File: src/sv/bba_pkg.sv
// ----------------------------------------------------------------------------
// bba_pkg
// shared types and constants of the buddy block allocator
// ----------------------------------------------------------------------------
`default_nettype none

package bba_pkg;

    localparam int WORD_BITS = 32;   // bits of the free map per memory word
    localparam int WB        = 5;    // log2 of WORD_BITS

    typedef enum logic [6:0] {
        S_CLEAR    = 7'b0000001,
        S_IDLE     = 7'b0000010,
        S_SCAN_RD  = 7'b0000100,
        S_SCAN_CHK = 7'b0001000,
        S_RMW_RD   = 7'b0010000,
        S_RMW_WR   = 7'b0100000,
        S_DONE     = 7'b1000000
    } t_state;

    localparam logic MODE_ALLOC = 1'b0;
    localparam logic MODE_FREE  = 1'b1;

endpackage

`default_nettype wire

File: src/sv/bba_map_ram.sv
// ----------------------------------------------------------------------------
// bba_map_ram
// free map storage: one write port, one read port, registered read data
// ----------------------------------------------------------------------------
`default_nettype none

module bba_map_ram #(
    parameter int AW = 5
) (
    input  wire logic                          i_clk,
    input  wire logic                          i_we,
    input  wire logic [AW-1:0]                 i_waddr,
    input  wire logic [bba_pkg::WORD_BITS-1:0] i_wdata,
    input  wire logic [AW-1:0]                 i_raddr,
    output logic      [bba_pkg::WORD_BITS-1:0] o_rdata
);
    import bba_pkg::*;

    logic [WORD_BITS-1:0] mem [1 << AW];

    always_ff @(posedge i_clk) begin
        if (i_we) begin
            mem[i_waddr] <= i_wdata;
        end
        o_rdata <= mem[i_raddr];
    end

endmodule

`default_nettype wire

File: src/sv/buddy_block_allocator_unit.sv
// ----------------------------------------------------------------------------
// buddy_block_allocator_unit
// buddy allocator over a power-of-two pool, free map held in a word memory
// ----------------------------------------------------------------------------
// An allocate or free request arrives on the s_axis channel (tuser is the
// mode: 0 allocate, 1 free) and gives exactly one result on m_axis (tuser is
// the success flag, tdata the block address, zero on failure or on free).
// Requests are handled one at a time. An allocate scans the free map word by
// word (a read, then a check of each 32-bit word) from the wanted level towards
// the root, then splits the found block down one level at a time, each split a
// read and a write of a map word; a free likewise reads and writes one map
// word per merge step, through the single read port of the free map memory.
// The result sits in an output register; the next request is taken while it
// waits. If the receiver stalls, a finished request holds until the output
// register empties, and s_axis_tready stays low meanwhile.
// After reset a clearing pass writes every map word, during which no request
// is taken; pool_base returns to 0x900000 and may be written through i_cfg_we
// at any idle time.
// ----------------------------------------------------------------------------
`default_nettype none

module buddy_block_allocator_unit #(
    parameter int LEVELS    = 10,
    parameter int POOL_LOG2 = 26
) (
    input  wire logic        i_clk,
    input  wire logic        i_rst_n,
    input  wire logic        i_cfg_we,
    input  wire logic [31:0] i_cfg_wdata,
    input  wire logic        s_axis_tvalid,
    output logic             s_axis_tready,
    input  wire logic [63:0] s_axis_tdata,   // req_size[26:0], free_addr[58:27], zero pad
    input  wire logic        s_axis_tuser,   // mode
    output logic             m_axis_tvalid,
    input  wire logic        m_axis_tready,
    output logic      [31:0] m_axis_tdata,   // block_addr
    output logic             m_axis_tuser    // ok
);
    import bba_pkg::*;

    localparam int AW = (LEVELS > WB) ? LEVELS - WB : 1;
    localparam int XW = LEVELS + WB;
    localparam int GW = AW + WB;
    localparam int LW = (LEVELS > 2) ? $clog2(LEVELS) : 1;
    localparam int IW = LEVELS - 1;

    t_state            r_state, n_state;
    logic              r_mode, n_mode;
    logic [LW-1:0]     r_lv, n_lv;
    logic [LW-1:0]     r_k, n_k;
    logic [IW-1:0]     r_idx, n_idx;
    logic [AW-1:0]     r_word, n_word;
    logic [AW-1:0]     r_clr, n_clr;
    logic              r_ok, n_ok;
    logic [IW-1:0]     r_fin, n_fin;
    logic [31:0]       r_base;
    logic              r_out_valid, n_out_valid;
    logic              r_out_ok, n_out_ok;
    logic [31:0]       r_out_addr, n_out_addr;

    logic                 mem_we;
    logic [AW-1:0]        mem_waddr, mem_raddr;
    logic [WORD_BITS-1:0] mem_wdata, rdata;

    bba_map_ram #(.AW(AW)) u_map (
        .i_clk   (i_clk),
        .i_we    (mem_we),
        .i_waddr (mem_waddr),
        .i_wdata (mem_wdata),
        .i_raddr (mem_raddr),
        .o_rdata (rdata)
    );

    // request decode
    logic [26:0]   in_size;
    logic [31:0]   in_addr, in_off;
    logic          in_fit;
    logic [LW-1:0] in_lv;

    assign in_size = s_axis_tdata[26:0];
    assign in_addr = s_axis_tdata[58:27];
    assign in_off  = in_addr - r_base;

    always_comb begin
        in_fit = 1'b0;
        in_lv  = '0;
        for (int l = 0; l < LEVELS; l++) begin
            if ({6'b0, in_size} <= (33'd1 << (POOL_LOG2 - l))) begin
                in_fit = 1'b1;
                in_lv  = LW'(l);
            end
        end
    end

    // last word of the scanned level
    logic [XW-1:0] lvl_last;
    assign lvl_last  = ((XW'(2) << r_k) - XW'(1)) >> WB;

    // lowest free bit of the current word within the level
    logic [WORD_BITS-1:0] lvl_mask, hits;
    logic [WB-1:0]        hit_pos;
    logic [GW-1:0]        hit_g;
    logic [IW-1:0]        hit_idx;

    always_comb begin
        logic [GW-1:0] g;
        for (int j = 0; j < WORD_BITS; j++) begin
            g = {r_word, WB'(j)};
            lvl_mask[j] = ((g >> r_k) == GW'(1));
        end
    end

    assign hits = rdata & lvl_mask;

    always_comb begin
        hit_pos = '0;
        for (int j = WORD_BITS - 1; j >= 0; j--) begin
            if (hits[j]) begin
                hit_pos = WB'(j);
            end
        end
    end

    assign hit_g   = {r_word, hit_pos};
    assign hit_idx = IW'(hit_g - (GW'(1) << r_k));

    // bit addressed by a read-modify-write step
    logic [IW-1:0]        op_idx;
    logic [XW-1:0]        op_bit;
    logic [WB-1:0]        op_pos;
    logic [WORD_BITS-1:0] op_one, op_buddy;

    assign op_idx   = (r_mode == MODE_FREE) ? r_idx : (r_idx | IW'(1));
    assign op_bit   = (XW'(1) << r_k) + XW'(op_idx);
    assign op_pos   = op_bit[WB-1:0];
    assign op_one   = WORD_BITS'(1) << op_pos;
    assign op_buddy = WORD_BITS'(1) << (op_pos ^ WB'(1));

    assign s_axis_tready = (r_state == S_IDLE);

    always_comb begin
        n_state     = r_state;
        n_mode      = r_mode;
        n_lv        = r_lv;
        n_k         = r_k;
        n_idx       = r_idx;
        n_word      = r_word;
        n_clr       = r_clr;
        n_ok        = r_ok;
        n_fin       = r_fin;
        n_out_valid = r_out_valid;
        n_out_ok    = r_out_ok;
        n_out_addr  = r_out_addr;
        mem_we      = 1'b0;
        mem_waddr   = r_word;
        mem_wdata   = rdata;
        mem_raddr   = r_word;

        if (m_axis_tready) begin
            n_out_valid = 1'b0;
        end

        unique case (r_state)
            S_CLEAR: begin
                mem_we    = 1'b1;
                mem_waddr = r_clr;
                mem_wdata = (r_clr == '0) ? WORD_BITS'(2) : '0;
                n_clr     = r_clr + 1'b1;
                if (r_clr == '1) begin
                    n_state = S_IDLE;
                end
            end
            S_IDLE: begin
                if (s_axis_tvalid) begin
                    n_mode = s_axis_tuser;
                    n_lv   = in_lv;
                    n_k    = in_lv;
                    n_ok   = 1'b0;
                    n_fin  = '0;
                    if (!in_fit) begin
                        n_state = S_DONE;
                    end else if (s_axis_tuser == MODE_ALLOC) begin
                        n_word  = AW'((XW'(1) << in_lv) >> WB);
                        n_state = S_SCAN_RD;
                    end else if (in_off >= (32'd1 << POOL_LOG2)) begin
                        n_state = S_DONE;
                    end else begin
                        n_idx   = IW'(in_off >> (32'(POOL_LOG2) - 32'(in_lv)));
                        n_state = S_RMW_RD;
                    end
                end
            end
            S_SCAN_RD: begin
                n_state = S_SCAN_CHK;
            end
            S_SCAN_CHK: begin
                if (hits != '0) begin
                    // take the block, then split down keeping the left half
                    mem_we    = 1'b1;
                    mem_wdata = rdata & ~(WORD_BITS'(1) << hit_pos);
                    if (r_k == r_lv) begin
                        n_ok    = 1'b1;
                        n_fin   = hit_idx;
                        n_state = S_DONE;
                    end else begin
                        n_k     = r_k + 1'b1;
                        n_idx   = hit_idx << 1;
                        n_state = S_RMW_RD;
                    end
                end else if (AW'(lvl_last) == r_word) begin
                    if (r_k == '0) begin
                        n_state = S_DONE;
                    end else begin
                        n_k     = r_k - 1'b1;
                        n_word  = AW'((XW'(1) << (r_k - 1'b1)) >> WB);
                        n_state = S_SCAN_RD;
                    end
                end else begin
                    n_word  = r_word + 1'b1;
                    n_state = S_SCAN_RD;
                end
            end
            S_RMW_RD: begin
                mem_raddr = op_bit[WB+AW-1:WB];
                n_state   = S_RMW_WR;
            end
            S_RMW_WR: begin
                mem_we    = 1'b1;
                mem_waddr = op_bit[WB+AW-1:WB];
                if (r_mode == MODE_ALLOC) begin
                    mem_wdata = rdata | op_one;
                    if (r_k == r_lv) begin
                        n_ok    = 1'b1;
                        n_fin   = r_idx;
                        n_state = S_DONE;
                    end else begin
                        n_k     = r_k + 1'b1;
                        n_idx   = r_idx << 1;
                        n_state = S_RMW_RD;
                    end
                end else begin
                    // merge with the buddy while it is free
                    if (r_k != '0 && (rdata & op_buddy) != '0) begin
                        mem_wdata = rdata & ~op_one & ~op_buddy;
                        n_k       = r_k - 1'b1;
                        n_idx     = r_idx >> 1;
                        n_state   = S_RMW_RD;
                    end else begin
                        mem_wdata = rdata | op_one;
                        n_ok      = 1'b1;
                        n_state   = S_DONE;
                    end
                end
            end
            S_DONE: begin
                if (!r_out_valid || m_axis_tready) begin
                    n_out_valid = 1'b1;
                    n_out_ok    = r_ok;
                    n_out_addr  = (r_ok && r_mode == MODE_ALLOC) ?
                                  r_base + (32'(r_fin) << (32'(POOL_LOG2) - 32'(r_lv))) :
                                  32'd0;
                    n_state     = S_IDLE;
                end
            end
            default: begin
                n_state = S_CLEAR;
            end
        endcase
    end

    always_ff @(posedge i_clk) begin
        if (!i_rst_n) begin
            r_state     <= S_CLEAR;
            r_clr       <= '0;
            r_out_valid <= 1'b0;
            r_base      <= 32'h0090_0000;
        end else begin
            r_state     <= n_state;
            r_clr       <= n_clr;
            r_out_valid <= n_out_valid;
            if (i_cfg_we) begin
                r_base <= i_cfg_wdata;
            end
        end
    end

    always_ff @(posedge i_clk) begin
        r_mode     <= n_mode;
        r_lv       <= n_lv;
        r_k        <= n_k;
        r_idx      <= n_idx;
        r_word     <= n_word;
        r_ok       <= n_ok;
        r_fin      <= n_fin;
        r_out_ok   <= n_out_ok;
        r_out_addr <= n_out_addr;
    end

    assign m_axis_tvalid = r_out_valid;
    assign m_axis_tdata  = r_out_addr;
    assign m_axis_tuser  = r_out_ok;

endmodule

`default_nettype wire
File: config.mk
export PLATFORM = sky130hd
export DESIGN_NAME = buddy_block_allocator_unit
export DESIGN_NICKNAME = d
export VERILOG_FILES = /design/src/sv/bba_pkg.sv /design/src/sv/bba_map_ram.sv /design/src/sv/buddy_block_allocator_unit.sv
export SDC_FILE = /design/constraint.sdc
export NUM_CORES = 2
export LEC_CHECK = 0
export BUFFER_PORTS_ARGS = -buffer_cell sky130_fd_sc_hd__buf_4
export CAP_MARGIN = 30
export CORE_MARGIN = 4
export CORE_UTILIZATION = 35
export DETAILED_ROUTE_END_ITERATION = 8
export SYNTH_ARGS = -nofsm -noshare
export SYNTH_HDL_FRONTEND = slang
export SYNTH_SLANG_ARGS = --single-unit
File: constraint.sdc
create_clock -name i_clk -period 7.1 [get_ports i_clk]
set_input_delay 1.065 -clock i_clk [delete_from_list [all_inputs] [get_ports i_clk]]
set_output_delay 1.065 -clock i_clk [all_outputs]
set_load 0.03 [all_outputs]
# [After elaboration in Yosys (flattened, before gate mapping)]
# Memory sizes are Yosys's and may differ from the RTL's. A register that Yosys moved wholly into a read port is not among the register bits.
# Cells that the tools add are included.
[classes] n_mux=116 magnitude_cmp=11 n_reduce_logical=20 bitwise=11 n_shift=42 addsub=11 eq_ne=61
[op_table] cell="equality test 10 x 1 -> 1 bit (second input constant)" count=32
[op_table] cell=">> shifter 10 x 4 -> 10 bit" count=32
[op_table] cell="two-way mux 5 bit" count=39
[op_table] cell="bitwise AND 32 bit" count=5
[op_table] cell="two-way mux 9 bit" count=14
[op_table] cell="two-way mux 32 bit" count=3
[op_table] cell="inverter 32 bit" count=3
[op_table] cell="case mux 32 bit (3 select lines)" count=1
[op_table] cell="<< shifter 1 x 5 -> 32 bit (first input constant)" count=3
[op_table] cell="two-way mux 7 bit" count=12
[op_table] cell="nonzero test 32 bit" count=2
[op_table] cell="case mux 9 bit (3 select lines)" count=2
[op_table] cell="case mux 7 bit (7 select lines)" count=1
[op_table] cell="two-way mux 4 bit" count=12
[op_table] cell="adder 32 bit" count=1
[op_table] cell="greater-or-equal comparator 32 x 27 -> 1 bit (second input constant)" count=1
[op_table] cell="OR 32 bit" count=1
[op_table] cell="<< shifter 9 x 32 -> 32 bit" count=1
[op_table] cell=">> shifter 32 x 32 -> 9 bit" count=1
[op_table] cell="subtractor 32 bit" count=1
[op_table] cell="<< shifter 1 x 4 -> 10 bit (first input constant)" count=3
[op_table] cell="less-or-equal comparator 27 x 18 -> 1 bit (second input constant)" count=1
[op_table] cell="less-or-equal comparator 27 x 19 -> 1 bit (second input constant)" count=1
[op_table] cell="less-or-equal comparator 27 x 20 -> 1 bit (second input constant)" count=1
[op_table] cell="other kinds (52)" count=99
[word_totals] ram_bits=1024 regBits=111 output_inout_bits=35 in_bits=102 mem_count=1 elab_cells=286
[mem_list] name="u_map.mem" depth=32 width=32 rd=1 rd_ports_with_merged_regs=1 write_ports=1 line_no="bba_map_ram.sv:19" text="logic [WORD_BITS-1:0] mem [1 << AW];"

# [Depth between registers and ports, before layout]
[logic_depth] ltp_word=40 ltp_mapped=26

# [Cells and area by module]
# Synthesis repeated with hierarchy kept, for this count alone.
[unflattened] hier_cells=4116 hier_area_um2=54632.4
[by_module_without_submodules] module="bba_map_ram" cells_per_inst=2260 instances=1 area_each_um2=40492.6 seq_area_each_um2=31390.1
[by_module_without_submodules] module="buddy_block_allocator_unit" cells_per_inst=1856 instances=1 area_each_um2=14139.8 seq_area_each_um2=2882.8

# [Least setup slack after synthesis]
# Ideal clock, no wire load.
[synth_path] path_kind="register to register" start="register r_k[0]" end="memory u_map.mem[0][15] (data pin)" synth_period_minus_slack_ns=6.531 path_buffers=5 required_ns=6.646 path_stages_with_launch=22 t_arrival_ns=6.077 setup_slack_ns=0.569 setup_time_ns=0.454 path_cell_list="edfxtp_1 buf_6 buf_6 buf_2 inv_1 ha_1 nand2_1 inv_1 ha_1 fa_1 a21o_1 a21oi_1 xnor2_1 clkbuf_1 o21ai_0 a311o_1 o311ai_0 clkbuf_1 nor2_1 a21oi_1 nor2_1 o21ai_0"
[synth_between] elab_chain_len=40
[synth_rtl] item="start: declaration" line_no="buddy_block_allocator_unit.sv:50" text="logic [LW-1:0] r_k, n_k;"
[synth_rtl] item="start signal: assignment" line_no="buddy_block_allocator_unit.sv:290" text="r_k <= n_k;"
[synth_rtl] item=">> shifter 10 x 4 -> 10 bit" line_no="buddy_block_allocator_unit.sv:109" text="lvl_mask[j] = ((g >> r_k) == GW'(1));"
[synth_rtl] item="equality test 10 x 1 -> 1 bit" line_no="buddy_block_allocator_unit.sv:109"
[synth_rtl] item="bitwise AND 32 bit" line_no="buddy_block_allocator_unit.sv:113" text="assign hits = rdata & lvl_mask;"
[synth_rtl] item="two-way mux 5 bit (32 in a row)" line_no="buddy_block_allocator_unit.sv:118" text="if (hits[j]) begin"
[synth_rtl] item="<< shifter 1 x 5 -> 32 bit" line_no="buddy_block_allocator_unit.sv:200" text="mem_wdata = rdata & ~(WORD_BITS'(1) << hit_pos);"
[synth_rtl] item="inverter 32 bit" line_no="buddy_block_allocator_unit.sv:200"
[synth_rtl] item="bitwise AND 32 bit" line_no="buddy_block_allocator_unit.sv:200"
[synth_rtl] item="two-way mux 32 bit" line_no="buddy_block_allocator_unit.sv:197" text="if (hits != '0) begin"
[synth_rtl] item="case mux 32 bit (3 select lines) (*)" line_no="buddy_block_allocator_unit.sv:163" text="unique case (r_state)"
[synth_rtl] item="via mem_wdata[15]" line_no="buddy_block_allocator_unit.sv:63" text="logic [WORD_BITS-1:0] mem_wdata, rdata;"
[synth_rtl] item="end: declaration" line_no="bba_map_ram.sv:19"
# Mark *: on every way through the listed nets, which the timed path passes. The rest lies on a longest branch.

# [Final worst setup path]
[layout_path] start="register r_k[1]" end="memory u_map.mem[9][8] (data pin)"
# Same word-level chain as after synthesis.

==> reports/metrics.yaml <==
grt:
  grt_pass1_wl_mm: 250.7
  grt_max_degree: 114
  first_global_vias: 38400
  antenna_found_initial: 3
  grt_overflow: 0
  grt_usage_pct: 20.12
outcome:
  outcome: "finished clean"
worst_setup_path:
  cp.required_ps: 7510
  end_kind: "register"
  path_delay_family: "adder cells"
  crit_type: "register to register"
  critPathLaunchType: "register"
  slowest_stage: "fa_1"
  cp.buffers_inverters: 4
  r2r_slack_ps: 940
  path_cells: "clkinv_1 > ha_1 > nand2_1 > inv_1 > ha_1 > fa_1 > nand2_1 > o21ai_0 > a21oi_1 > o21ai_0 > a32o_1 > o311ai_2 > buf_4 > nor3_1 > a21oi_1 > nor4_1 > o21ai_2 > buf_4"
  cp_slowest_stage_delay_ps: 1070
  path_max_fanout: 32
  arrival_ps: 6570
final_layout:
  area_delta_synth_final_pct: 15.55
  final_nets: 5343
  fin_cells: 7306
  drive_above_1_share_pct: 11.69
timing:
  rsz0062_at_grt: "no"
  skew_ps: 91.69
  period_share_pct: 86.73
  fin_crit_ps: 6158
  hold_viol: 0
  tightest_slew_ps: 981.6
  maxSlewViolCount: 0
  tns_ps: 0
  timing.hold.ws_ps: 514.4
  slew_headroom_pct: 34.42
  finalSetupViolCount: 0
  fmax_ghz: 0.1624
synth:
  netlist.top_cell.by_area: "edfxtp_1"
  ys_types: 100
  synthTopCellsByCount: "nand2_1, edfxtp_1, nand3_1, nor2_1, clkbuf_1"
  synth.most_common_cell: "nand2_1"
  ys_warn_count: 0
  syn_avg_cell_area_um2: 11.01
  async_reset_ff_share_pct: 0
  ys_ff_latch: 1167
  syn-instance-count: 5003
  yosys.area.top_type_share_pct: 59.40
  ys_top_cells_by_area: "edfxtp_1, nand2_1, dfxtp_1"
  ys_seq_area_share_pct: 62.20
  synth-edff-count: 1090
  synth.cell_area_um2: 55110
  synthFlopType: "edfxtp_1"
pwr:
  ir_drop_uv: 206.5
  power.total_mw: 15.71
  powerDensity_nw_per_um2: 246.7
  leakage_nw: 22.69
clock_tree:
  root_buffer: "clkbuf_16"
  cts_tree: "yes"
  postCtsSetupBuffers: 0
  cts_resized: 0
  clkLatencyLatePin_ps: 780
  clk_path_buf_depth: 3
  path_clk_slew_ps: 60
  htree_levels: 3
  cts_hold_repair.buffers: 0
  clock-sinks: 1167
  cts_buffers: 120
route:
  vias_per_cell: 5.569
  ant_nets: 0
  via_count: 40680
  routed_wirelength_mm: 170.3
  wl_per_cell_um: 23.32
  drt_iter0_drc: 4319
  drtPass1Iterations: 6
  drc_errors: 0
floorplan:
  initial_core_util_pct: 35.24
  io_pins: 137
  num_rows: 145
  chipWidth_um: 404.8
  core_area_um2: 156400
  dieArea_um2: 163900
  die_y_um: 404.8
placed_design:
  hpwl_mm: 105.9
  gp_congestion: 0.9020
  io_buffers: 131
  dp.cells: 7074
flow_run:
  drv_cap: 0
hold_path:
  min_path_type: "register to register"
[sequential cells by signal (all words and copies together) (netlist names), 5 cells and up]
register and flops:
m_axis_tdata 32, r_base 32, r_clr 5, r_fin 9
r_idx 9, r_state 7, r_word 5, u_map.mem 1024
u_map.o_rdata 32
[report_power, final]
group	total [mW]	internal [mW]	switching (mW)
Sequential	8.06	7.85	0.212
Clock	6.19	3.48	2.71
Combinational	1.45	0.479	0.975
[worst register-to-register path, delay by kind of cell (launching register included)]
kind | cells | cell delay [ps]
DFF | 1 | 350
adders and majority gates | 3 | 1790
AOI/OAI and AO/OA | 7 | 1140
and+or+nand+nor | 4 | 1640
buffers and inverters | 4 | 970
[per-layer routing]
| layer | vias to the layer above | part of all wire (%) | wire length [µm] | track usage (%) |
|---|---|---|---|---|
| li1 | 18740 | - | - | - |
| met1 | 20140 | 44 | 74420 | 28.29 |
| met2 | 1570 | 47 | 79270 | 32.51 |
| met3 | 231 | 7.3 | 12400 | 3.034 |
| met4 | 0 | 2.5 | 4261 | 5.510 |
| met5 | - | 0 | 0 | 0 |
[metrics by stage]
stage	instance area [µm²]	utilization, %	worst slack [ps]
after global placement	59740	38.20	1020
final	63670	40.72	942.4
after detailed placement	59780	38.23	916.7
after floorplan	55120	-	568.5
after global routing	63670	40.71	478.5
after CTS	63660	40.71	984.1
[final timing paths]
path / start / end / cells after the start
setup / recovery: r_k[1] / u_map.mem[9][8] / 18
hold / removal: r_clr[4] / r_clr[4] / 2
setup reg to reg: r_k[1] / u_map.mem[9][8] / 18
hold reg to reg: r_clr[4] / r_clr[4] / 2
[placed cells by master (no fill, tap or decap), types with 30 or more instances in the layout]
master / netlist / final
clkbuf_16: 0 / 120
nor2_1: 267 / 234
a311o_1: 34 / 34
mux2i_1: 68 / 66
dfxtp_1: 77 / 77
a21o_1: 30 / 30
ha_1: 99 / 99
clkbuf_1: 242 / 31
nand2_1: 1236 / 1233
xnor2_1: 46 / 46
a311oi_1: 36 / 36
nand3_1: 287 / 287
o21ai_0: 143 / 132
nor3_1: 65 / 63
a31oi_1: 120 / 118
o211ai_1: 66 / 66
nor2_4: 0 / 32
o21a_1: 48 / 48
o221ai_1: 38 / 38
edfxtp_1: 1090 / 1090
inv_1: 90 / 90
buf_12: 0 / 36
and3_1: 150 / 150
a211oi_1: 54 / 54
a21oi_1: 215 / 210
buf_4: 1 / 270
[cell families after synthesis]
group / count (synthesis) / share of synthesized area (%)
XOR/XNOR: 74 / 1.176
AND/OR/NAND/NOR: 2199 / 17.59
AO/OA/AOI/OAI: 975 / 12.05
multiplexers: 90 / 1.816
buffers and inverters: 393 / 2.768
adder cells (fa/ha/maj): 103 / 2.393
other: 2 / 0.01363
flip-flops: 1167 / 62.20
[final cells by class]
cell class / count / area, µm²
Tap cell: 2058 / 2575
Timing Repair Buffer: 309 / 2789
Multi-Input combinational cell: 3446 / 19790
Clock inverter: 64 / 585.6
Clock buffer: 164 / 3298
Fill cell: 14820 / 92710
Antenna cell: 4 / 10.01
Sequential cell: 1167 / 34270
Inverter: 94 / 352.8
No activity file was read; power rests on OpenSTA's default activity.
